[src/hw/rtl/pisa_pkg.sv]
// Shared constants for the pairwise inverse-square acceleration pipeline.
package pisa_pkg;

	localparam int MASS_W    = 32;
	localparam int ACC_FRAC  = 24;
	localparam int OUT_W     = 48;
	localparam int MUL_DIGIT = 8;

endpackage

[src/hw/rtl/pisa_mul.sv]
// Pipelined unsigned multiplier that consumes one digit of the second operand per stage.
module pisa_mul import pisa_pkg::*; #(
	parameter int WA = 32,
	parameter int WB = 32,
	parameter int SIDE_W = 1
) (
	input  logic              clk,
	input  logic              arst_n,
	input  logic              en,
	input  logic              vld_i,
	input  logic [WA-1:0]     a_i,
	input  logic [WB-1:0]     b_i,
	input  logic [SIDE_W-1:0] side_i,
	output logic              vld_o,
	output logic [WA+WB-1:0]  p_o,
	output logic [SIDE_W-1:0] side_o
);

	localparam int DGT = MUL_DIGIT;
	localparam int NS  = (WB + DGT - 1) / DGT;
	localparam int BP  = NS * DGT;
	localparam int PW  = WA + WB;

	logic              vld_s  [NS+1];
	logic [WA-1:0]     a_s    [NS+1];
	logic [BP-1:0]     b_s    [NS+1];
	logic [PW-1:0]     acc_s  [NS+1];
	logic [SIDE_W-1:0] side_s [NS+1];

	assign vld_s[0]  = vld_i;
	assign a_s[0]    = a_i;
	assign b_s[0]    = BP'(b_i);
	assign acc_s[0]  = '0;
	assign side_s[0] = side_i;

	for (genvar k = 0; k < NS; k++) begin : g_stage
		logic [WA+DGT-1:0] pp;

		assign pp = a_s[k] * b_s[k][k*DGT +: DGT];

		always_ff @(posedge clk or negedge arst_n) begin
			if (!arst_n) begin
				vld_s[k+1] <= 1'b0;
			end else if (en) begin
				vld_s[k+1] <= vld_s[k];
			end
		end

		always_ff @(posedge clk) begin
			if (en) begin
				a_s[k+1]    <= a_s[k];
				b_s[k+1]    <= b_s[k];
				side_s[k+1] <= side_s[k];
				acc_s[k+1]  <= acc_s[k] + (PW'(pp) << (k*DGT));
			end
		end
	end

	assign vld_o  = vld_s[NS];
	assign p_o    = acc_s[NS];
	assign side_o = side_s[NS];

endmodule

[config.mk]
export PLATFORM = sky130hd
export DESIGN_NAME = pisa_mul
export DESIGN_NICKNAME = d
export VERILOG_FILES = /design/src/hw/rtl/pisa_pkg.sv /design/src/hw/rtl/pisa_mul.sv
export SDC_FILE = /design/constraint.sdc
export NUM_CORES = 2
export LEC_CHECK = 0
export BUFFER_PORTS_ARGS = -buffer_cell sky130_fd_sc_hd__buf_2
export CAP_MARGIN = 25
export CORE_MARGIN = 3
export CORE_UTILIZATION = 50
export DETAILED_ROUTE_END_ITERATION = 16
export PLACE_DENSITY = 0.66
export RECOVER_POWER = 25
export SYNTH_ARGS = -nofsm -noshare
export SYNTH_HDL_FRONTEND = slang
export SYNTH_SLANG_ARGS = --single-unit
[constraint.sdc]
create_clock -name clk -period 9.5 [get_ports clk]
set_input_delay 0.95 -clock clk [delete_from_list [all_inputs] [get_ports clk]]
set_output_delay 0.95 -clock clk [all_outputs]
set_load 0.01 [all_outputs]
==> results_dict.tcl <==
set metrics [dict create \
    post_cts_buffers 0 \
    syn_to_final_growth_pct 6.06 \
    crit_fanout 17 \
    clk_latency_ps 610 \
    required_ps 9840 \
    dieArea_sq_um 100000 \
    synth-seq-cells 362 \
    maxCapViolations 0 \
    drt-pass1-iter-count 7 \
    fin_crit_sh_pct 87.9 \
    clockBufferDepth 3 \
    hold_path.class "in -> async" \
    vias_per_cell 5.39 \
    gr-total-overflow 0 \
    fin_skew_ps 31.7 \
    worst_ep_arrival_time_ps 8690 \
    cpPeakStageDelay_ps 740 \
    die_w_microns 316 \
    cts_tree "yes" \
    core_sq_um 95200 \
    final_common_cell "fa_1" \
    synth_cell_types 91 \
    place.gp.congestion 0.909 \
    grt_max_degree 94 \
    wl_per_cell_microns 18.0 \
    cts.htree.levels 2 \
    hold_viol 0 \
    ant_nets 0 \
    start_util_pct 50.6 \
    hold_ws_ps 183 \
    hpwl_mm 88.9 \
    cp_common_cell "fa_1" \
    synth-edff-count 358 \
    synth_flop_cell "edfxtp_1" \
    worstSetupStartpointType "register" \
    setup_violations 0 \
    tns_ps 0 \
    crit_type "reg -> reg" \
    netlist_area_sq_um 48100 \
    cts_root_buffer "clkbuf_16" \
    hold_buffers 0 \
    mostFrequentLayoutCells "723 x fa_1, 721 x inv_1, 682 x and2_1, 477 x nand2_1, 358 x edfxtp_1" \
    rsz0062_at_grt "no" \
    async_flop_share_pct 1.10 \
    grtUsageTotal_pct 22.7 \
    post_cts_resized 0 \
    max_clock_freq_mhz 120 \
    drv_slew 0 \
    clock_sinks 362 \
    routed_wl_mm 110 \
    syn_inst 4801 \
    diodes 0 \
    grt_pass1_vias 34600 \
    antenna_found_initial 0 \
    end_kind "register" \
    yosys_warnings 0 \
    fp.dieH_microns 316 \
    drive_gt1_share_pct 4.51 \
    nets 5967 \
    clk_pin_slew_ps 60 \
    mappedNetlistNets 5947 \
    cts_buffers 40 \
    outcome "finished clean" \
    tightest_slew_ps 1020 \
    post-route-drc-count 0 \
    worst_path_max_delay_cell "edfxtp_1" \
    io_pins 135 \
    port_buffers 134 \
    num_vias 33000 \
    ys_seq_area_share_pct 22.6 \
    num_rows 113 \
    synth.avg_cell_area_sq_um 10.0 \
    drt_iter0_markers 1963 \
    slew_headroom_pct 32.1 \
    min_period_ps 8350 \
    grt_pass1_wl_mm 182 \
]
## worst paths after layout
kind / to / cells past startpoint / slack (ps) / startpoint
max in group asynchronous: vld_s[2]$_DFFE_PN0P_ / 1 / 9140 / arst_n
worst min register to register: p_o[9]$_DFFE_PP_ / 0 / 410 / acc_s[73]$_DFFE_PP_
worst min-delay path: vld_s[3]$_DFFE_PN0P_ / 1 / 180 / arst_n
worst max-delay path: p_o[61]$_DFFE_PP_ / 29 / 1150 / b_s[60]$_DFFE_PP_
min in group clk: p_o[9]$_DFFE_PP_ / 0 / 410 / acc_s[73]$_DFFE_PP_
worst max register to register: p_o[61]$_DFFE_PP_ / 29 / 1150 / b_s[60]$_DFFE_PP_
## worst max-delay path, delay by kind of cell (launching register included)
family          cells  cell delay, ps
compound gates     15            3760
fa+ha+maj           6            2620
flops               1             740
simple gates        3             470
xor+xnor            2             330
buf+inv             3             140
## cell families after synthesis
kind of cell	Yosys count	share of synthesized area, %
multiplexers	6	0.138
adder cells (fa/ha/maj)	1077	39.3
XOR/XNOR	237	4.31
AND/OR/NAND/NOR	1512	16.5
buffers and inverters	907	7.59
AO/OA/AOI/OAI	700	9.66
flip-flops	362	22.6
## cells in the mapped netlist (all sizes together), types with 23 or more instances
master    n  area share, %
fa      723             30
inv     721            5.6
and2    682            8.9
nand2   477            3.7
edfxtp  358             22
ha      354            9.2
a21oi   229            2.4
xnor2   166            3.0
nor2    128            1.0
clkbuf  118           0.92
a21o    114            1.8
o21ai   106            1.1
xor2     71            1.3
buf      67            1.0
nand3    47           0.49
o21bai   41           0.64
o21a     36           0.56
nor3     33           0.37
nand4    32           0.42
nor2b    28           0.36
nand2b   23           0.30
## flip-flops by register name (all words and copies together) (netlist names)
signal,count
p_o,64
side_s,3
b_s,48
vld_s,3
a_s,96
side_o,1
vld_o,1
acc_s,146
## layout make-up
cell class	instances	area [sq um]
inverter	722	2710
timing repair buffer	163	897
clock inverter	27	355
clock buffer	46	1020
fill	8534	44100
sequential	362	10900
multi-input combinational	3532	33600
tap	1265	1580
## per-stage QoR
stage	setup slack, ps	std cells	utilization [%]	area [sq um]
after floorplan	2430	4801	-	48100
after global placement	1430	6041	52.2	49600
after detailed placement	1250	6042	52.2	49700
after CTS	1240	6115	53.6	51000
after global routing	730	6117	53.6	51000
final	1150	6117	53.6	51000
## per-layer routing
layer / track usage (%) / routed length [microns] / vias up
li1: - / - / 15500
met1: 31.2 / 49400 / 16600
met2: 38.5 / 52800 / 751
met3: 2.41 / 4920 / 134
met4: 6.31 / 2980 / 0
met5: 0 / 0 / -
Power is not shown: default switching activity piles up to over one toggle a cycle in this logic, so the estimate is an artifact.
