## config.mk

```make
export PLATFORM = sky130hd
export DESIGN_NAME = pisa_sqrt
export DESIGN_NICKNAME = d
export VERILOG_FILES = /design/src/hw/rtl/pisa_sqrt.sv
export SDC_FILE = /design/constraint.sdc
export NUM_CORES = 1
export LEC_CHECK = 0
export BUFFER_PORTS_ARGS = -buffer_cell sky130_fd_sc_hd__clkbuf_2
export CAP_MARGIN = 20
export CORE_ASPECT_RATIO = 1.5
export CORE_UTILIZATION = 60
export DETAILED_ROUTE_END_ITERATION = 8
export PLACE_DENSITY = 0.77
export RECOVER_POWER = 100
export SYNTH_ARGS = -nofsm -noshare
export SYNTH_HDL_FRONTEND = slang
export SYNTH_SLANG_ARGS = --single-unit
```

## constraint.sdc

```tcl
create_clock -name clk -period 7.2 [get_ports clk]
set_input_delay 0.72 -clock clk [delete_from_list [all_inputs] [get_ports clk]]
set_output_delay 0.72 -clock clk [all_outputs]
set_load 0.05 [all_outputs]
```

## src/hw/rtl/pisa_sqrt.sv

```systemverilog
// Pipelined integer square root, one root bit resolved per stage.
module pisa_sqrt #(
	parameter int RW = 32,
	parameter int SIDE_W = 1
) (
	input  logic              clk,
	input  logic              arst_n,
	input  logic              en,
	input  logic              vld_i,
	input  logic [RW-1:0]     rad_i,
	input  logic [SIDE_W-1:0] side_i,
	output logic              vld_o,
	output logic [RW/2-1:0]   root_o,
	output logic [SIDE_W-1:0] side_o
);

	localparam int QW   = RW / 2;
	localparam int REMW = QW + 2;

	logic              vld_s  [QW+1];
	logic [RW-1:0]     rad_s  [QW+1];
	logic [QW-1:0]     root_s [QW+1];
	logic [REMW-1:0]   rem_s  [QW+1];
	logic [SIDE_W-1:0] side_s [QW+1];

	assign vld_s[0]  = vld_i;
	assign rad_s[0]  = rad_i;
	assign root_s[0] = '0;
	assign rem_s[0]  = '0;
	assign side_s[0] = side_i;

	for (genvar k = 0; k < QW; k++) begin : g_stage
		logic [REMW+1:0] rem2;
		logic [REMW+1:0] trial;
		logic [REMW+1:0] diff;
		logic            ge;

		assign rem2  = {rem_s[k], rad_s[k][RW-1 -: 2]};
		assign trial = (REMW+2)'({root_s[k], 2'b01});
		assign diff  = rem2 - trial;
		assign ge    = rem2 >= trial;

		always_ff @(posedge clk or negedge arst_n) begin
			if (!arst_n) begin
				vld_s[k+1] <= 1'b0;
			end else if (en) begin
				vld_s[k+1] <= vld_s[k];
			end
		end

		always_ff @(posedge clk) begin
			if (en) begin
				rad_s[k+1]  <= rad_s[k] << 2;
				root_s[k+1] <= {root_s[k][QW-2:0], ge};
				rem_s[k+1]  <= ge ? diff[REMW-1:0] : rem2[REMW-1:0];
				side_s[k+1] <= side_s[k];
			end
		end
	end

	assign vld_o  = vld_s[QW];
	assign root_o = root_s[QW];
	assign side_o = side_s[QW];

endmodule

```

==> results of run 1 <==
-- logic make-up after synthesis --
family,after synthesis,share of synthesized area (%)
DFF,658,66.14
and+or+nand+nor,541,8.944
AOI/OAI and AO/OA,405,8.301
buffers and inverters,216,2.830
xor gates and xnor gates,184,5.416
adders and majority gates,153,6.434
muxes,50,1.926
other,1,0.01260
-- Yosys cell counts, drive strengths merged, types with 4 or more instances --
cell type / count
a31oi: 14
nand2b: 25
o31a: 4
nor4: 25
nand2: 124
o211ai: 12
o31ai: 10
nor2: 154
inv: 188
or2: 7
edfxtp: 642
a2111oi: 4
nand3: 31
a21oi: 163
and2: 13
buf: 8
mux2: 46
dfrtp: 16
xnor2: 111
nor2b: 21
nand4: 18
o21a: 36
or3: 28
or4: 8
nand3b: 6
a211oi: 7
clkbuf: 20
nor3: 58
mux2i: 4
ha: 153
a21boi: 4
and3: 10
o21bai: 4
o21ai: 87
a21o: 32
xor2: 73
-- final timing paths --
kind                                           start                    end  slack, ns
worst max-delay path                              en  g_stage[15].trial[14]       2.57
worst min-delay path                          arst_n              vld_s[14]       0.20
worst max register to register  g_stage[13].rem2[11]   g_stage[14].rem2[13]       3.50
worst min register to register            rad_s[363]             rad_s[333]       0.41
max in group asynchronous                     arst_n               vld_s[7]       6.44
min in group clk                           rad_i[20]             rad_s[502]       0.27
-- through the flow --
step,util [%],cells
final,66.90,3005
after global routing,66.90,3005
after CTS,67.12,3005
after detailed placement,63.15,2898
after global placement,63.15,2898
after floorplan,-,2208
-- worst reg2reg max path: stages (launching register included) --
cell and delay (ns):
edfxtp_1 0.40, ha_1 0.40, and2_1 0.28, and3_1 0.22, nand2_1 0.10, o31ai_1 0.27, or2_0 1.34, mux2_2 0.44
-- registers in the layout (all words and copies together) (netlist names) --
register and flops:
vld_s 15, vld_o 1, root_o 16, side_o 1, rad_s 210, side_s 15, g_stage.rem2 280, g_stage.trial 120
-- layout make-up --
cell class / count / area, um2
Sequential cell: 658 / 19680
Fill cell: 3392 / 16160
Multi-Input combinational cell: 1334 / 9205
Clock buffer: 67 / 1485
Tap cell: 656 / 820.8
Inverter: 188 / 705.7
Clock inverter: 40 / 450.4
Timing Repair Buffer: 62 / 302.8
-- layer usage --
metal	GRT usage (%)	up-vias	wire (um)
met5	0	-	0
met4	13.14	0	3138
met3	2.356	175	1464
met2	47.44	428	33650
met1	19.38	8491	17750
li1	-	8307	-
-- power by group through the flow --
stage | logic [W] | clock network, W | registers (W)
final | 0.00143 | 0.00314 | 0.00500
after floorplan | 0.00102 | 0 | 0.00499
after CTS | 0.00145 | 0.00319 | 0.00499
after detailed placement | 0.00143 | 0 | 0.00507
after global placement | 0.00137 | 0 | 0.00504
after global routing | 0.00159 | 0.00334 | 0.00504
==> results by group, run 1 <==
Status
  • Status: complete, but fails checks
  • Failing checks: capacitance limit, slew limit

GRT
  • Largest net degree at the start of global routing: 176
  • First-pass GRT wire length: ~88000 um
  • GRT Util Overall: 22.44%
  • Overflow after GRT: 0
  • Number of global-route vias before repair: approximately 18000
  • Initial antenna violation count: 0

Logic synthesis
  • Biggest area consumer among synthesized cells: edfxtp_1
  • FF+latch count, synth: 658
  • Warnings from Yosys: 0
  • Seq/Total Area, Yosys: 66.14%
  • Synth Net Count: 2398
  • Avg Inst Size Synth: between 10 and 15 um2
  • Top post-synthesis cells by area: edfxtp_1, ha_1, xnor2_1
  • Async SR Flop Fraction: around 2.4%
  • Distinct cells, synth: 72
  • Area share of the largest cell type after synthesis: 64.79%
  • Post-synth EDFFs: 642
  • Synth Instances: between 2000 and 2500
  • Mapped Area: 29750 um2
  • Ys flop type: edfxtp_1

Cells and area
  • # nets final: 2492
  • Ant diodes: 0
  • Share of layout cells above drive strength 1: 7.748%
  • Leading cell type in the layout, fill and taps excluded: edfxtp_1
  • Most frequent cells in the layout: edfxtp_1, inv_1, a21oi_1, nor2_1, ha_1
  • Synth-to-Final Area Change: 9.726%
  • Design area: roughly 33000 um2

Setup path
  • Worst setup EP type: register
  • CP cell instances: buf_8 -> clkbuf_2
  • WP data arrival: around 4.7 ns
  • Max FO, Critical Path: 175
  • WS Path Type: in2reg
  • Stages on worst setup path: 2
  • Worst Path Buf+Inv: 2
  • CP max stage cell: clkbuf_2
  • Top Family by Delay on Critical Path: buffers and inverters
  • Worst reg-to-reg path cell count: 7
  • Setup crit start kind: primary input
  • Peak per-stage delay on the critical path: just under 3 ns
  • Required time of the critical path: around 7.3 ns

Clocking
  • TritonCTS clock tree: yes
  • Clk pin slew, worst setup/hold paths: 0.07 ns
  • Clock Path Buffers: 3
  • H-tree levels: 2
  • Clk Latency, worst-skew pair: 0.63 ns
  • Clk sinks: 658
  • Inserted Clock Buffers: just under 60
  • Post-CTS Setup Bufs: 0
  • # hold bufs at CTS: 0
  • Resize count post-CTS: 0
  • CTS root buffer: clkbuf_16

STA
  • Hold WS: between 0.2 and 0.25 ns
  • RSZ-0062 raised after global routing: false
  • Clk_skew: 0.04890 ns
  • Final min period: 4.634 ns
  • Worst slew margin: -181.1%
  • Slew Viols, Final: 445
  • Endpoints failing setup: 0
  • Peak Freq: between 200 and 250 MHz
  • Final Hold Fails: 0
  • Final TNS setup: 0 ns
  • Final Cycle Share: roughly 64%
  • PnR worst setup slack: between 2 and 3 ns
  • Slew @ Worst Pin: approximately 4.2 ns

Die
  • Initial core utilization: 60.97%
  • Die width: 183.8 um
  • Die H: roughly 270 um
  • Core area: 48800 um2
  • Die area: 50500 um2
  • Rows: 99
  • I/O pin count: 55

Pwr
  • Pint: 0.007101 W
  • Lkg Pwr: around 13 nW
  • Pwr dens: between 200 and 300 nW/um2
  • Combinational share of power: 15.0%
  • Clock power share: between 30% and 40%
  • Switching part of the total: 25.84%
  • Total power: 0.009575 W
  • Maximum vdd drop: 0.2191 mV
  • Reg power frac: 52.2%
  • NetSw: 0.002474 W

Drt
  • ANT nets after route: 0
  • Residual DRC: 0
  • 1st-iter DRT viols: 1004
  • WL final: roughly 56000 um
  • Via Count: 17400
  • Initial DRT Pass Iterations: 5
  • Drt wl/cell: 18.64 um
  • Vias per std cell: 5.791

Hold path
  • Worst hold-check path type: in2async

Placement
  • Placed Area: 30820 um2
  • Input/output buffers: 54
  • Worst Setup Slack post-DPL: 3.949 ns
  • GPL Wtd Cong: 0.9570
  • Post-DP HPWL: a little under 40000 um

Run
  • Max_cap viols: 5
No activity file was read; power rests on OpenSTA's default activity.
==> inputs of run 2 (changes only) <==
CORE_UTILIZATION = 57   (was 60)
PLACE_DENSITY = 0.76   (was 0.77)
clock period = 4.2 ns   (was 7.2 ns; I/O delays follow)
==> run 2 against run 1 <==
Against the previous run: the flow still finishes with violations (capacitance limit, slew limit); critical path depth is 6 higher; first-iteration DRC count is 1.9% lower; flip-flop and latch count stayed put; sequential power is 71% higher; cell count is 2.2% higher; clock power is 67% higher; die area is 5.2% higher; global-route usage is 1.9 points lower; critical path type is now reg2reg; critical endpoint is now g_stage[13].rem2[9]; highest routed layer unchanged.
==> results by group, run 2 (same netlist as run 1, synthesis figures left out) <==
Drt
  • ANT nets after route: 0
  • Via Count: 17540
  • WL final: 54450 um
  • Initial DRT Pass Iterations: 5
  • 1st-iter DRT viols: between 900 and 1000
  • Residual DRC: 0
  • Vias per std cell: 5.708
  • Drt wl/cell: 17.72 um

Clocking
  • CTS root buffer: clkbuf_16
  • TritonCTS clock tree: yes
  • Clk Latency, worst-skew pair: 0.65 ns
  • Clk sinks: approximately 660
  • Clock Path Buffers: 3
  • Post-CTS Setup Bufs: 0
  • Inserted Clock Buffers: 59
  • # hold bufs at CTS: 33
  • Clk pin slew, worst setup/hold paths: 0.06 ns
  • Resize count post-CTS: 0
  • H-tree levels: 2

Setup path
  • WP data arrival: 3.93 ns
  • CP cell instances: ha_1 -> nor2b_1 -> o21ai_0 -> nand2b_1 -> a31oi_1 -> o211ai_1 -> clkbuf_1 -> mux2_2
  • Peak per-stage delay on the critical path: 0.79 ns
  • Worst setup EP type: register
  • Top Family by Delay on Critical Path: compound AO/OA/AOI/OAI gates
  • Max FO, Critical Path: 18
  • WS Path Type: reg2reg
  • Setup crit start kind: register
  • CP max stage cell: o211ai_1
  • Required time of the critical path: around 4.6 ns
  • Worst Path Buf+Inv: 1

Placement
  • Input/output buffers: 54
  • Post-DP HPWL: 38520 um
  • DP Cell Count: 2926
  • GPL Wtd Cong: between 0.9 and 1

STA
  • Final Cycle Share: 84.15%
  • Final Hold Fails: 0
  • Worst slew margin: -116.0%
  • Slew Viols, Final: 117
  • Final TNS setup: 0 ns
  • Final min period: approximately 3.5 ns
  • Slew @ Worst Pin: 3.239 ns
  • Endpoints failing setup: 0
  • Clk_skew: a little over 0.06 ns
  • Hold WS: between 0.1 and 0.15 ns
  • Peak Freq: 283.0 MHz
  • RSZ-0062 raised after global routing: false

Die
  • Die area: between 50000 and 60000 um2
  • Die H: 281.8 um
  • Die width: 188.6 um
  • Core area: between 50000 and 60000 um2
  • Rows: 102
  • I/O pin count: 55
  • Initial core utilization: 57.71%

GRT
  • Largest net degree at the start of global routing: 124
  • First-pass GRT wire length: approximately 86000 um
  • Initial antenna violation count: 0
  • Overflow after GRT: 0
  • Number of global-route vias before repair: 18220
  • GRT Util Overall: 20.57%

Cells and area
  • Most frequent cells in the layout: edfxtp_1, inv_1, a21oi_1, nor2_1, ha_1
  • # nets final: 2536
  • Ant diodes: 0
  • Fillers: 3660
  • Max FFs per register: 280
  • Share of layout cells above drive strength 1: between 7 and 8%
  • Leading cell type in the layout, fill and taps excluded: edfxtp_1
  • Fin cells: a little over 3000
  • Synth-to-Final Area Change: 11.07%

Pwr
  • Maximum vdd drop: 0.4078 mV
  • Pwr dens: 491.2 nW/um2
  • Lkg Pwr: 12.78 nW
  • Total power: 0.01623 W

Status
  • Status: complete, but fails checks
  • Failing checks: capacitance limit, slew limit

Run
  • Max_cap viols: 1

Hold path
  • Worst hold-check path type: in2reg
==> run 2: cell types whose count changed in the layout (fill, tap and decap cells not counted), sizes merged <==
cell,previous run,this run
clkinvlp,7,2
inv,190,191
clkinv,24,32
dlygate4sd3,0,33
bufinv,7,5
clkbuf,127,134
buf,2,7
==> run 2: path summary, 6_finish.rpt <==
path                       cells past startpoint  slack, ns                   to           startpoint
min in group asynchronous                      2       0.39             vld_s[1]               arst_n
max in group asynchronous                      2       3.31             vld_s[7]               arst_n
hold / removal                                 2       0.12  g_stage[1].trial[2]            rad_i[31]
hold reg to reg                                0       0.40  g_stage[10].rem2[1]           rad_s[253]
setup / recovery                               8       0.67  g_stage[13].rem2[9]  g_stage[12].rem2[2]
setup reg to reg                               8       0.67  g_stage[13].rem2[9]  g_stage[12].rem2[2]
==> run 2: per-stage QoR <==
stage / worst slack, ns / util [%] / instance area [um2]
after detailed placement: 0.9516 / 60.04 / 30960
after CTS: 0.9278 / 64.32 / 33160
final: 0.6659 / 64.10 / 33050
after floorplan: 1.640 / - / 29750
after global routing: 0.4872 / 64.10 / 33050
after global placement: 1.008 / 60.04 / 30960
==> run 2: where the power goes <==
part	internal, W	switching (W)
Clock	0.00289	0.00234
Combinational	0.00107	0.00139
Sequential	0.00812	0.000429
Total	0.0121	0.00415
==> run 2: per-layer routing <==
layer  vias up  share of wire (%)  routed length, um  GRT usage [%]
met2       439                 59              31910          43.06
met1      8504                 32              17530          17.51
li1       8406                  -                  -              -
met5         -                  0                  0              0
met4         0                6.0               3257          12.53
met3       186                3.2               1752          2.975
==> run 2: area by class of cell <==
class	instances	area, um2	share of cell area, %
multi-input cells	1334	9184	27.79
repair buffers	105	758.2	2.294
inverters	188	705.7	2.135
well taps	676	845.8	2.559
clock inverters	42	362.8	1.098
flip-flops and latches	658	19680	59.54
clock buffers	69	1514	4.581
==> run 2: worst reg2reg max path, delay by kind of cell (launching register included) <==
family | cells | cell delay, ns
flip-flops | 1 | 0.40
AO/OA/AOI/OAI | 3 | 1.10
adder cells (fa/ha/maj) | 1 | 0.37
multiplexers | 1 | 0.42
AND/OR/NAND/NOR | 2 | 0.31
buffers and inverters | 1 | 0.70
